## config.mk

```make
export PLATFORM = sky130hd
export DESIGN_NAME = html_entity_decode_tag_strip_flat
export DESIGN_NICKNAME = d
export VERILOG_FILES = /design/src/design/hedts_pkg.sv /design/src/design/hedts_intf.sv /design/src/design/html_entity_decode_tag_strip.sv /design/src/design/hedts_cell.sv /design/src/design/hedts_decide.sv /design/src/flat_wrapper.sv
export VERILOG_INCLUDE_DIRS = /design/src /design/src/design
export SDC_FILE = /design/constraint.sdc
export NUM_CORES = 1
export LEC_CHECK = 0
export BUFFER_PORTS_ARGS = -buffer_cell sky130_fd_sc_hd__clkbuf_2
export CORE_AREA = 2 2 120 122
export CTS_CLUSTER_DIAMETER = 30
export DETAILED_ROUTE_END_ITERATION = 6
export DIE_AREA = 0 0 122 124
export GPL_TIMING_DRIVEN = 0
export SYNTH_ARGS = -nofsm -noshare
export SYNTH_HDL_FRONTEND = slang
export SYNTH_HIERARCHICAL = 1
export SYNTH_SLANG_ARGS = --single-unit
```

## constraint.sdc

```tcl
create_clock -name clk -period 2.4 [get_ports clk]
set_input_delay 0.24 -clock clk [delete_from_list [all_inputs] [get_ports clk]]
set_output_delay 0.24 -clock clk [all_outputs]
set_load 0.03 [all_outputs]
```

## src/design/html_entity_decode_tag_strip_defines.svh

```systemverilog
// ----------------------------------------------------------------------------
// html entity decode assertion macros
// concurrent check wrappers, empty when SYNTH is defined
// ----------------------------------------------------------------------------
`ifndef HTML_ENTITY_DECODE_TAG_STRIP_DEFINES_SVH
`define HTML_ENTITY_DECODE_TAG_STRIP_DEFINES_SVH

`ifndef SYNTH
// same-cycle implication
`define HEDTS_ASSERT_IMP(LBL, CLK, RSTN, ANT, CON, MSG) \
    LBL: assert property (@(posedge CLK) disable iff (!RSTN) (ANT) |-> (CON)) \
        else $error(MSG);
// next-cycle implication
`define HEDTS_ASSERT_NXT(LBL, CLK, RSTN, ANT, CON, MSG) \
    LBL: assert property (@(posedge CLK) disable iff (!RSTN) (ANT) |=> (CON)) \
        else $error(MSG);
`else
`define HEDTS_ASSERT_IMP(LBL, CLK, RSTN, ANT, CON, MSG)
`define HEDTS_ASSERT_NXT(LBL, CLK, RSTN, ANT, CON, MSG)
`endif

`endif

```

## src/design/hedts_pkg.sv

```systemverilog
// ----------------------------------------------------------------------------
// hedts_pkg
// shared types, character codes and the entity table
// ----------------------------------------------------------------------------
`timescale 1ns / 1ps

package hedts_pkg;

    typedef logic [7:0] byte_t;

    localparam byte_t CH_NUL   = 8'h00;
    localparam byte_t CH_SPACE = 8'h20;
    localparam byte_t CH_QUOT  = 8'h22;
    localparam byte_t CH_AMP   = 8'h26;
    localparam byte_t CH_APOS  = 8'h27;
    localparam byte_t CH_DASH  = 8'h2D;
    localparam byte_t CH_SEMI  = 8'h3B;
    localparam byte_t CH_LT    = 8'h3C;
    localparam byte_t CH_GT    = 8'h3E;

    localparam byte_t REPL_RESET = 8'h3F;

    localparam int ENT_COUNT   = 13;
    localparam int ENT_LEN_MAX = 7;

    // text is left aligned, first character in the top byte
    typedef struct packed {
        logic [8*ENT_LEN_MAX-1:0] text;
        logic [2:0]               len;
        byte_t                    ch;
    } entity_t;

    localparam entity_t ENT_TABLE [ENT_COUNT] = '{
        '{ {"&amp;",   16'h0}, 3'd5, CH_AMP   },
        '{ {"&#38;",   16'h0}, 3'd5, CH_AMP   },
        '{ {"&#39;",   16'h0}, 3'd5, CH_APOS  },
        '{ {"&apos;",   8'h0}, 3'd6, CH_APOS  },
        '{ "&rsquo;",          3'd7, CH_APOS  },
        '{ "&lsquo;",          3'd7, CH_APOS  },
        '{ {"&quot;",   8'h0}, 3'd6, CH_QUOT  },
        '{ "&ldquo;",          3'd7, CH_QUOT  },
        '{ "&rdquo;",          3'd7, CH_QUOT  },
        '{ {"&nbsp;",   8'h0}, 3'd6, CH_SPACE },
        '{ "&mdash;",          3'd7, CH_DASH  },
        '{ "&ndash;",          3'd7, CH_DASH  },
        '{ "&#8217;",          3'd7, CH_APOS  }
    };

    // one window slot as seen by the decision logic
    typedef struct packed {
        logic  valid;
        logic  semi;
        byte_t data;
    } cell_tap_t;

    // head decision
    typedef struct packed {
        logic  emit;
        byte_t ch;
        logic  tag;
    } decision_t;

endpackage

```

## src/design/hedts_intf.sv

```systemverilog
// ----------------------------------------------------------------------------
// hedts channel interfaces
// valid/ready channels for text bytes in and decoded bytes out
// ----------------------------------------------------------------------------
`timescale 1ns / 1ps

interface hedts_in_if;
    logic       valid;
    logic       ready;
    logic [7:0] char_value;

    modport source (output valid, output char_value, input ready);
    modport sink (input valid, input char_value, output ready);
endinterface

interface hedts_out_if;
    logic       valid;
    logic       ready;
    logic [7:0] out_char;
    logic       end_of_string;

    modport source (output valid, output out_char, output end_of_string, input ready);
    modport sink (input valid, input out_char, input end_of_string, output ready);
endinterface

```

## src/design/html_entity_decode_tag_strip.sv

```systemverilog
// ----------------------------------------------------------------------------
// html_entity_decode_tag_strip: entity decoder and tag stripper, one byte a beat
// a byte's result is loaded into the output register as the byte LOOKAHEAD
//   positions later is accepted; throughput one byte per cycle while the output is free
// terminator: zeros are flushed through the cell chain, then one end beat
// reset: window cells empty, tag and skip cleared, replacement char 0x3F
// ----------------------------------------------------------------------------
`timescale 1ns / 1ps
`include "html_entity_decode_tag_strip_defines.svh"

module html_entity_decode_tag_strip #(
    parameter int LOOKAHEAD = 8
) (
    input  logic             clk,
    input  logic             rst_n,
    input  logic             cfg_write_en,
    input  hedts_pkg::byte_t cfg_write_data,
    hedts_in_if.sink         char_in,
    hedts_out_if.source      char_out
);
    import hedts_pkg::*;

    localparam int SKIP_W = $clog2(LOOKAHEAD + 1);
    localparam int CNT_W  = $clog2(LOOKAHEAD);

    typedef enum logic [2:0] {
        ST_RUN   = 3'b001,
        ST_FLUSH = 3'b010,
        ST_END   = 3'b100
    } state_t;

    state_t            state_reg, state_next;
    logic [CNT_W-1:0]  flush_cnt_reg, flush_cnt_next;
    logic              tag_reg, tag_next;
    logic [SKIP_W-1:0] skip_reg, skip_next;
    byte_t             repl_reg, repl_next;
    logic              out_valid_reg, out_valid_next;
    byte_t             out_char_reg, out_char_next;
    logic              out_eos_reg, out_eos_next;

    logic                        out_free;
    logic                        in_fire;
    logic                        step;
    byte_t                       tail_byte;
    cell_tap_t                   tail_tap;
    cell_tap_t [LOOKAHEAD-1:0]   cell_taps;
    cell_tap_t [LOOKAHEAD:0]     window;
    logic [LOOKAHEAD-1:0]        cell_valid;
    decision_t                   dec;
    logic [SKIP_W-1:0]           dec_skip;

    // output register frees up when empty or being taken this cycle
    assign out_free      = !out_valid_reg || char_out.ready;
    assign char_in.ready = (state_reg == ST_RUN) && out_free;
    assign in_fire       = char_in.valid && char_in.ready;

    // the chain advances on every accepted nonzero byte and on every flush cycle with the output free
    assign step = (in_fire && char_in.char_value != CH_NUL) ||
                  (state_reg == ST_FLUSH && out_free);

    // the incoming byte is the last lookahead slot; zeros enter while flushing
    assign tail_byte      = (state_reg == ST_RUN) ? char_in.char_value : CH_NUL;
    assign tail_tap.valid = (tail_byte != CH_NUL);
    assign tail_tap.semi  = (tail_byte == CH_SEMI);
    assign tail_tap.data  = tail_byte;

    // row of window cells, cell 0 is the head
    for (genvar g = 0; g < LOOKAHEAD; g++)
    begin : g_cell
        if (g == LOOKAHEAD - 1)
        begin : g_last
            hedts_cell u_cell (
                .clk   (clk),
                .rst_n (rst_n),
                .shift (step),
                .din   (tail_tap.data),
                .tap   (cell_taps[g])
            );
        end
        else
        begin : g_mid
            hedts_cell u_cell (
                .clk   (clk),
                .rst_n (rst_n),
                .shift (step),
                .din   (cell_taps[g+1].data),
                .tap   (cell_taps[g])
            );
        end
        assign cell_valid[g] = cell_taps[g].valid;
    end

    assign window = {tail_tap, cell_taps};

    // head decision: skip bytes of a consumed entity, drop tag contents,
    // collapse entities, pass everything else
    hedts_decide #(
        .LOOKAHEAD (LOOKAHEAD)
    ) u_decide (
        .taps      (window),
        .tag       (tag_reg),
        .skip      (skip_reg),
        .repl      (repl_reg),
        .dec       (dec),
        .skip_next (dec_skip)
    );

    assign repl_next = cfg_write_en ? cfg_write_data : repl_reg;

    always_comb
    begin
        state_next     = state_reg;
        flush_cnt_next = flush_cnt_reg;
        tag_next       = tag_reg;
        skip_next      = skip_reg;
        out_valid_next = out_valid_reg && !char_out.ready;
        out_char_next  = out_char_reg;
        out_eos_next   = out_eos_reg;

        // at most one decided byte per step
        if (step)
        begin
            tag_next  = dec.tag;
            skip_next = dec_skip;
            if (dec.emit)
            begin
                out_valid_next = 1'b1;
                out_char_next  = dec.ch;
                out_eos_next   = 1'b0;
            end
        end

        unique case (state_reg)
            ST_RUN:
            begin
                // terminator: drain the remaining cells with short lookahead
                if (in_fire && char_in.char_value == CH_NUL)
                begin
                    state_next     = ST_FLUSH;
                    flush_cnt_next = CNT_W'(LOOKAHEAD - 1);
                end
            end
            ST_FLUSH:
            begin
                if (out_free)
                begin
                    if (flush_cnt_reg == '0)
                    begin
                        state_next = ST_END;
                    end
                    else
                    begin
                        flush_cnt_next = flush_cnt_reg - CNT_W'(1);
                    end
                end
            end
            ST_END:
            begin
                // end marker beat; next string starts clean
                if (out_free)
                begin
                    out_valid_next = 1'b1;
                    out_char_next  = CH_NUL;
                    out_eos_next   = 1'b1;
                    tag_next       = 1'b0;
                    skip_next      = '0;
                    state_next     = ST_RUN;
                end
            end
            default:
            begin
                state_next = ST_RUN;
            end
        endcase
    end

    always_ff @(posedge clk or negedge rst_n)
    begin
        if (!rst_n)
        begin
            state_reg     <= ST_RUN;
            flush_cnt_reg <= '0;
            tag_reg       <= 1'b0;
            skip_reg      <= '0;
            repl_reg      <= REPL_RESET;
            out_valid_reg <= 1'b0;
        end
        else
        begin
            state_reg     <= state_next;
            flush_cnt_reg <= flush_cnt_next;
            tag_reg       <= tag_next;
            skip_reg      <= skip_next;
            repl_reg      <= repl_next;
            out_valid_reg <= out_valid_next;
        end
    end

    // output payload
    always_ff @(posedge clk)
    begin
        out_char_reg <= out_char_next;
        out_eos_reg  <= out_eos_next;
    end

    assign char_out.valid         = out_valid_reg;
    assign char_out.out_char      = out_char_reg;
    assign char_out.end_of_string = out_eos_reg;

    // checks
    `HEDTS_ASSERT_NXT(a_term_flush, clk, rst_n, in_fire && char_in.char_value == CH_NUL, state_reg == ST_FLUSH, "terminator did not start flush")
    `HEDTS_ASSERT_IMP(a_end_empty, clk, rst_n, state_reg == ST_END, cell_valid == '0, "window not empty at end marker")
    `HEDTS_ASSERT_IMP(a_fill_order, clk, rst_n, state_reg == ST_RUN && cell_taps[0].valid, cell_taps[LOOKAHEAD-1].valid, "window cells not contiguous")
    `HEDTS_ASSERT_IMP(a_skip_tag, clk, rst_n, skip_reg != '0, !tag_reg, "skip and tag active together")
    `HEDTS_ASSERT_IMP(a_eos_zero, clk, rst_n, out_valid_reg && out_eos_reg, out_char_reg == CH_NUL, "end marker beat carries nonzero byte")

endmodule

```

## src/design/hedts_cell.sv

```systemverilog
// ----------------------------------------------------------------------------
// hedts_cell
// one byte slot of the lookahead window, shifts toward the head
// ----------------------------------------------------------------------------
`timescale 1ns / 1ps

module hedts_cell (
    input  logic               clk,
    input  logic               rst_n,
    input  logic               shift,
    input  hedts_pkg::byte_t   din,
    output hedts_pkg::cell_tap_t tap
);
    import hedts_pkg::*;

    byte_t data_reg;
    byte_t data_next;

    assign data_next = shift ? din : data_reg;

    // zero means empty slot, real text bytes are never zero
    always_ff @(posedge clk or negedge rst_n)
    begin
        if (!rst_n)
        begin
            data_reg <= CH_NUL;
        end
        else
        begin
            data_reg <= data_next;
        end
    end

    assign tap.valid = (data_reg != CH_NUL);
    assign tap.semi  = (data_reg == CH_SEMI);
    assign tap.data  = data_reg;

endmodule

```

## src/design/hedts_decide.sv

```systemverilog
// ----------------------------------------------------------------------------
// hedts_decide
// decides the fate of the byte at the head of the window
// ----------------------------------------------------------------------------
`timescale 1ns / 1ps

module hedts_decide #(
    parameter int  LOOKAHEAD = 8,
    localparam int SKIP_W    = $clog2(LOOKAHEAD + 1)
) (
    input  hedts_pkg::cell_tap_t [LOOKAHEAD:0] taps,
    input  logic                               tag,
    input  logic [SKIP_W-1:0]                  skip,
    input  hedts_pkg::byte_t                   repl,
    output hedts_pkg::decision_t               dec,
    output logic [SKIP_W-1:0]                  skip_next
);
    import hedts_pkg::*;

    logic              semi_hit;
    logic [SKIP_W-1:0] semi_pos;
    logic              ent_hit;
    byte_t             ent_ch;

    // first semicolon past the head
    always_comb
    begin
        semi_hit = 1'b0;
        semi_pos = '0;
        for (int p = LOOKAHEAD; p >= 1; p--)
        begin
            if (taps[p].semi)
            begin
                semi_hit = 1'b1;
                semi_pos = SKIP_W'(p);
            end
        end
    end

    // fixed entity compare, empty slots read as zero and never match
    always_comb
    begin
        logic m;
        m       = 1'b0;
        ent_hit = 1'b0;
        ent_ch  = CH_NUL;
        for (int e = ENT_COUNT - 1; e >= 0; e--)
        begin
            m = 1'b1;
            for (int i = 0; i < ENT_LEN_MAX; i++)
            begin
                if (i < int'(ENT_TABLE[e].len) &&
                    taps[i].data != ENT_TABLE[e].text[8*(ENT_LEN_MAX-1-i) +: 8])
                begin
                    m = 1'b0;
                end
            end
            if (m)
            begin
                ent_hit = 1'b1;
                ent_ch  = ENT_TABLE[e].ch;
            end
        end
    end

    // an entity always ends at its first semicolon, so both cases skip semi_pos
    always_comb
    begin
        dec.emit  = 1'b0;
        dec.ch    = taps[0].data;
        dec.tag   = tag;
        skip_next = skip;
        if (taps[0].valid)
        begin
            priority if (skip != '0)
            begin
                skip_next = skip - SKIP_W'(1);
            end
            else if (tag)
            begin
                if (taps[0].data == CH_GT)
                begin
                    dec.tag = 1'b0;
                end
            end
            else if (taps[0].data == CH_LT)
            begin
                dec.tag = 1'b1;
            end
            else if (taps[0].data == CH_AMP && semi_hit)
            begin
                dec.emit  = 1'b1;
                dec.ch    = ent_hit ? ent_ch : repl;
                skip_next = semi_pos;
            end
            else
            begin
                dec.emit = 1'b1;
            end
        end
    end

endmodule

```

## src/flat_wrapper.sv

```systemverilog
// flat-port wrapper written by rule: the top's interface ports become plain ports
module html_entity_decode_tag_strip_flat import hedts_pkg::*;
#(
    parameter int LOOKAHEAD = 8
)
  (clk, rst_n, cfg_write_en, cfg_write_data, char_in_valid, char_in_char_value, char_in_ready, char_out_valid, char_out_out_char, char_out_end_of_string, char_out_ready);
  hedts_in_if char_in_i ();
  hedts_out_if char_out_i ();
  input  logic clk;
  input  logic rst_n;
  input  logic cfg_write_en;
  input  hedts_pkg::byte_t cfg_write_data;
  input wire logic [$bits(char_in_i.valid)-1:0] char_in_valid;
  input wire logic [$bits(char_in_i.char_value)-1:0] char_in_char_value;
  output wire logic [$bits(char_in_i.ready)-1:0] char_in_ready;
  output wire logic [$bits(char_out_i.valid)-1:0] char_out_valid;
  output wire logic [$bits(char_out_i.out_char)-1:0] char_out_out_char;
  output wire logic [$bits(char_out_i.end_of_string)-1:0] char_out_end_of_string;
  input wire logic [$bits(char_out_i.ready)-1:0] char_out_ready;
  assign char_in_i.valid = char_in_valid;
  assign char_in_i.char_value = char_in_char_value;
  assign char_in_ready = char_in_i.ready;
  assign char_out_valid = char_out_i.valid;
  assign char_out_out_char = char_out_i.out_char;
  assign char_out_end_of_string = char_out_i.end_of_string;
  assign char_out_i.ready = char_out_ready;
  html_entity_decode_tag_strip #(.LOOKAHEAD(LOOKAHEAD)) u_core (.clk(clk), .rst_n(rst_n), .cfg_write_en(cfg_write_en), .cfg_write_data(cfg_write_data), .char_in(char_in_i), .char_out(char_out_i));
endmodule
```

* Yosys cells after proc, flatten, opt, wreduce, memory -nomap -nowiden
Index checks and enable logic that the tools add are counted.
** Cells by class
- Add/subtract/negate cells :: 2
- Equality and inequality tests :: 54
- Muxes and demuxes :: 147
- Reduce and logical (&&, ||, !) cells :: 19
** Operator list (count)
- $ne A8 B7 Y1 const B :: 23
- $mux W1 :: 98
- $mux W8 :: 12
- $ne A8 B6 Y1 const B :: 12
- $eq A8 B6 Y1 const B :: 11
- $mux W4 :: 16
- $mux W6 :: 8
- $mux W3 :: 7
- $mux W10 :: 2
- $mux W9 :: 2
- $reduce_bool A8 Y1 :: 2
- $pmux W3 S3 :: 1
- $logic_not A8 Y1 :: 1
- $reduce_and A4 Y1 :: 2
- $logic_and A1 B1 Y1 :: 7
- $ne A2 B2 Y1 const B :: 3
- $pmux W3 S2 :: 1
- $ne A2 B1 Y1 const B :: 2
- $reduce_bool A4 Y1 :: 1
- $sub A4 B1 Y4 const B :: 1
- $eq A3 B1 Y1 const B :: 1
- $eq A3 B2 Y1 const B :: 1
- $eq A3 B3 Y1 const B :: 1
- $logic_not A3 Y1 :: 1
- 4 further kinds :: 6
** Word-level totals
- Bits in registers :: 93
- Input port bits :: 21
- Output and inout port bits :: 11
- Word-level logic and storage cells :: 238

* Depth between registers and ports, before layout
- Word-level depth :: 31
- Depth in mapped cells :: 11
- Mapped depth without buffers :: 11

* Hierarchy
Netlist, hierarchy kept.
** Modules (own cells, without submodules)
- hedts_cell :: instances 8, cells each 23, area each 366.6 sq um, seq. area each 200.2 sq um
- html_entity_decode_tag_strip :: instances 1, cells each 141, area each 1385.1 sq um, seq. area each 689.4 sq um
- hedts_decide :: instances 1, cells each 167, area each 1111.1 sq um, seq. area each 0.0 sq um

* Least setup slack after synthesis
OpenSTA, ideal clock, no wires.
- Path type :: flip-flop to flip-flop
- Start point :: register u_core.g_cell[4].g_mid.u_cell.data_reg[0]
- End point :: register u_core.out_char_reg[3] (netlist: u_core/char_out.out_char[3])
- Setup time :: 0.067 ns
- Data arrival time :: 2.261 ns
- Required time :: 2.333 ns
- Path slack :: 0.072 ns
- Cell stages (with the launch flop) :: 11
- Path buffers :: 0
- Clock period less this slack :: 2.328 ns
- Cells stage by stage :: dfrtp_1 nand4_1 nor4_1 nor4_1 nor3b_1 nor3_1 nand3_1 a221oi_1 a21o_1 nand3_1 o21ai_2
** RTL lines
- start: declaration :: RTL line hedts_cell.sv:16 : byte_t data_reg;
- start signal: assignment :: RTL line hedts_cell.sv:30 : data_reg <= data_next;
- end signal: assignment :: RTL line html_entity_decode_tag_strip.sv:202 : out_char_reg <= out_char_next;
- end: declaration :: RTL line html_entity_decode_tag_strip.sv:38 : byte_t out_char_reg, out_char_next;

==> out/metrics.yaml <==
layout:
  num_antenna_cells: 0
  nNetsFinal: 566
  area_growth_pct: 24.3
  drive_gt1_share_pct: 46.1
  post-route-cell-area_mm2: 0.00658
  fillers: 1234
  largest_register_ffs: 56
power:
  power_frac_comb_pct: 38.0
  cellLeakagePower_nw: 2.87
  p_switching_w: 0.00274
  power_density_mw_per_mm2: 1140
  fin_total_pwr_w: 0.00750
  p_int_w: 0.00477
  pwr-share-seq_pct: 43.4
  clockPowerShare_pct: 18.6
  p_sw_share_pct: 36.5
  ir_drop_v: 0.000434
synth:
  synth_fp_nets: 491
  syn_inst: 467
  syn_area_per_cell_um2: 11.3
  synth_warnings: 6
  synth_area_mm2: 0.00529
timing:
  slew_headroom_pct: 66.5
  rsz0062_at_grt: "yes"
  hold_violations: 0
  hold-worst-slack_ns: 0.120
  finalSetupViolations: 0
  max_slew.worst_pin.slew_ns: 0.502
  fin_crit_ns: 2.39
  fmax_ghz: 0.418
  slew_viol_final: 0
  final.setup_skew_ns: 0.00527
  period_share_pct: 99.6
place:
  gp_congestion: 0.876
  hpwl_mm: 8.62
  postPlaceCellArea_mm2: 0.00570
  portBuffers: 30
clock_tree:
  cts_buffers: 9
  root_buffer: "clkbuf_16"
  cts_max_level: 3
  clockBufferDepth: 2
  clk_pin_slew_ns: 0.06
  cts_tree: "yes"
  clock-sinks: 93
  clk_latency_ns: 0.35
floorplanning:
  num_io_pins: 32
  fp.dieArea_mm2: 0.0151
  core-area_mm2: 0.0137
  dieHeight_um: 124
  num_rows: 43
  start_util_pct: 38.6
  die_w_um: 122
routing:
  vias_per_cell: 5.52
  vias: 4016
  postRouteAntennaNets: 0
  first_pass_iters: 5
  drc: 0
  drt-total-wl_mm: 12.3
  avgRoutedWirePerCell_um: 17.0
  drtIter0Drc: 286
global_routing:
  grt-ovfl-total: 0
  grt_pass1_vias: 3849
  grt_use_total_pct: 16.9
  grt_max_degree: 55
  grt_pass1_wl_mm: 19.9
  antenna_found_initial: 0
setup_path:
  crit_path_max_fanout: 4
  slowest_delay_ns: 0.53
  endpoint_kind: "flip-flop"
  path_cells: "nor4bb_4 > nand4_1 > or4_4 > a21boi_1 > nand4_2 > nand4b_1 > a22o_1 > nand3_2 > o21ai_2"
  critical_path.slowest_cell: "or4_4"
  crit_required_ns: 2.64
  worstSetupPathType: "reg2reg"
  arrival_ns: 2.63
  cp-start-kind: "flip-flop"
run_status:
  status: "completed"
worst_hold_path:
  worst_hold_path_type: "in2reg"
run:
  cap_violations: 0
-- worst paths after layout --
check / end / cells after the start / slack (ns) / start
setup / recovery: u_core/char_out.out_char[2] / 9 / 0.01 / u_core/g_cell[6].g_mid.u_cell/data_reg[7]
hold / removal: u_core/repl_reg[2] / 2 / 0.12 / cfg_write_data[2]
setup reg to reg: u_core/char_out.out_char[2] / 9 / 0.01 / u_core/g_cell[6].g_mid.u_cell/data_reg[7]
hold reg to reg: u_core/char_out.end_of_string / 2 / 0.46 / u_core/char_out.end_of_string
max in group asynchronous: u_core/state_reg[0] / 3 / 1.31 / rst_n
min in group asynchronous: u_core/g_cell[2].g_mid.u_cell/data_reg[5] / 2 / 0.41 / rst_n
-- layout make-up --
| cell class | count | area [µm²] | area share (%) |
|---|---|---|---|
| repair buffers | 65 | 438 | 6.66 |
| well taps | 180 | 225 | 3.43 |
| clock buffers | 16 | 293 | 4.45 |
| flip-flops and latches | 93 | 2330 | 35.4 |
| plain buffers | 17 | 145 | 2.21 |
| multi-input cells | 345 | 3100 | 47.2 |
| inverters | 11 | 41.3 | 0.628 |
-- what timing repair did --
item | 4_1_cts | 5_1_grt
endpoints found under the setup margin | 12 | 13
endpoints found under the hold margin | 24 | 0
hold buffers | 1 | 0
pin swaps | 11 | 17
resized for setup | 37 | 41
setup buffers | 8 | 25
-- per-layer routing --
| metal | GRT usage, % | routed length (µm) | vias up |
|---|---|---|---|
| met2 | 26.5 | 5790 | 116 |
| met3 | 3.39 | 567 | 18 |
| met4 | 6.18 | 236 | 0 |
| met1 | 23.3 | 5740 | 1984 |
| li1 | - | - | 1898 |
| met5 | 0 | 0 | - |
-- critical path, delay by kind of cell (launching register included) --
kind            cells  cell delay, ns
simple gates        6            1.42
flops               1            0.44
compound gates      3            0.42
-- stage by stage --
step                      instances  setup slack (ns)  util, %  setup TNS, ns
after global routing            727           -0.0859     47.9         -0.420
after floorplan                 467            0.0911        -              0
after global placement          677            -0.670     41.3          -5.57
after CTS                       703          0.000573     45.4              0
final                           727           0.00957     47.9              0
after detailed placement        678            -0.653     41.5          -5.63
-- power groups by stage --
stage	Clock (W)	Combinational (W)	Sequential, W
floorplan	0	0.00184	0.00295
global placement	0	0.00230	0.00316
detailed placement	0	0.00235	0.00317
CTS	0.00143	0.00248	0.00323
global route	0.00150	0.00307	0.00337
finish	0.00139	0.00285	0.00326
-- cells in the final DEF (no fill, tap or decap), types with 10 or more instances in the layout --
master	n
o21ai_2	11
clkbuf_16	10
clkbuf_2	30
mux2_4	64
nor4_4	10
inv_1	11
nand4_1	21
nand3_1	15
o21ai_0	12
dfrtp_2	31
buf_4	35
nor2_1	20
dfrtp_1	46
and2_1	10
nand2_1	44
Power figures use the tool's default switching activity.
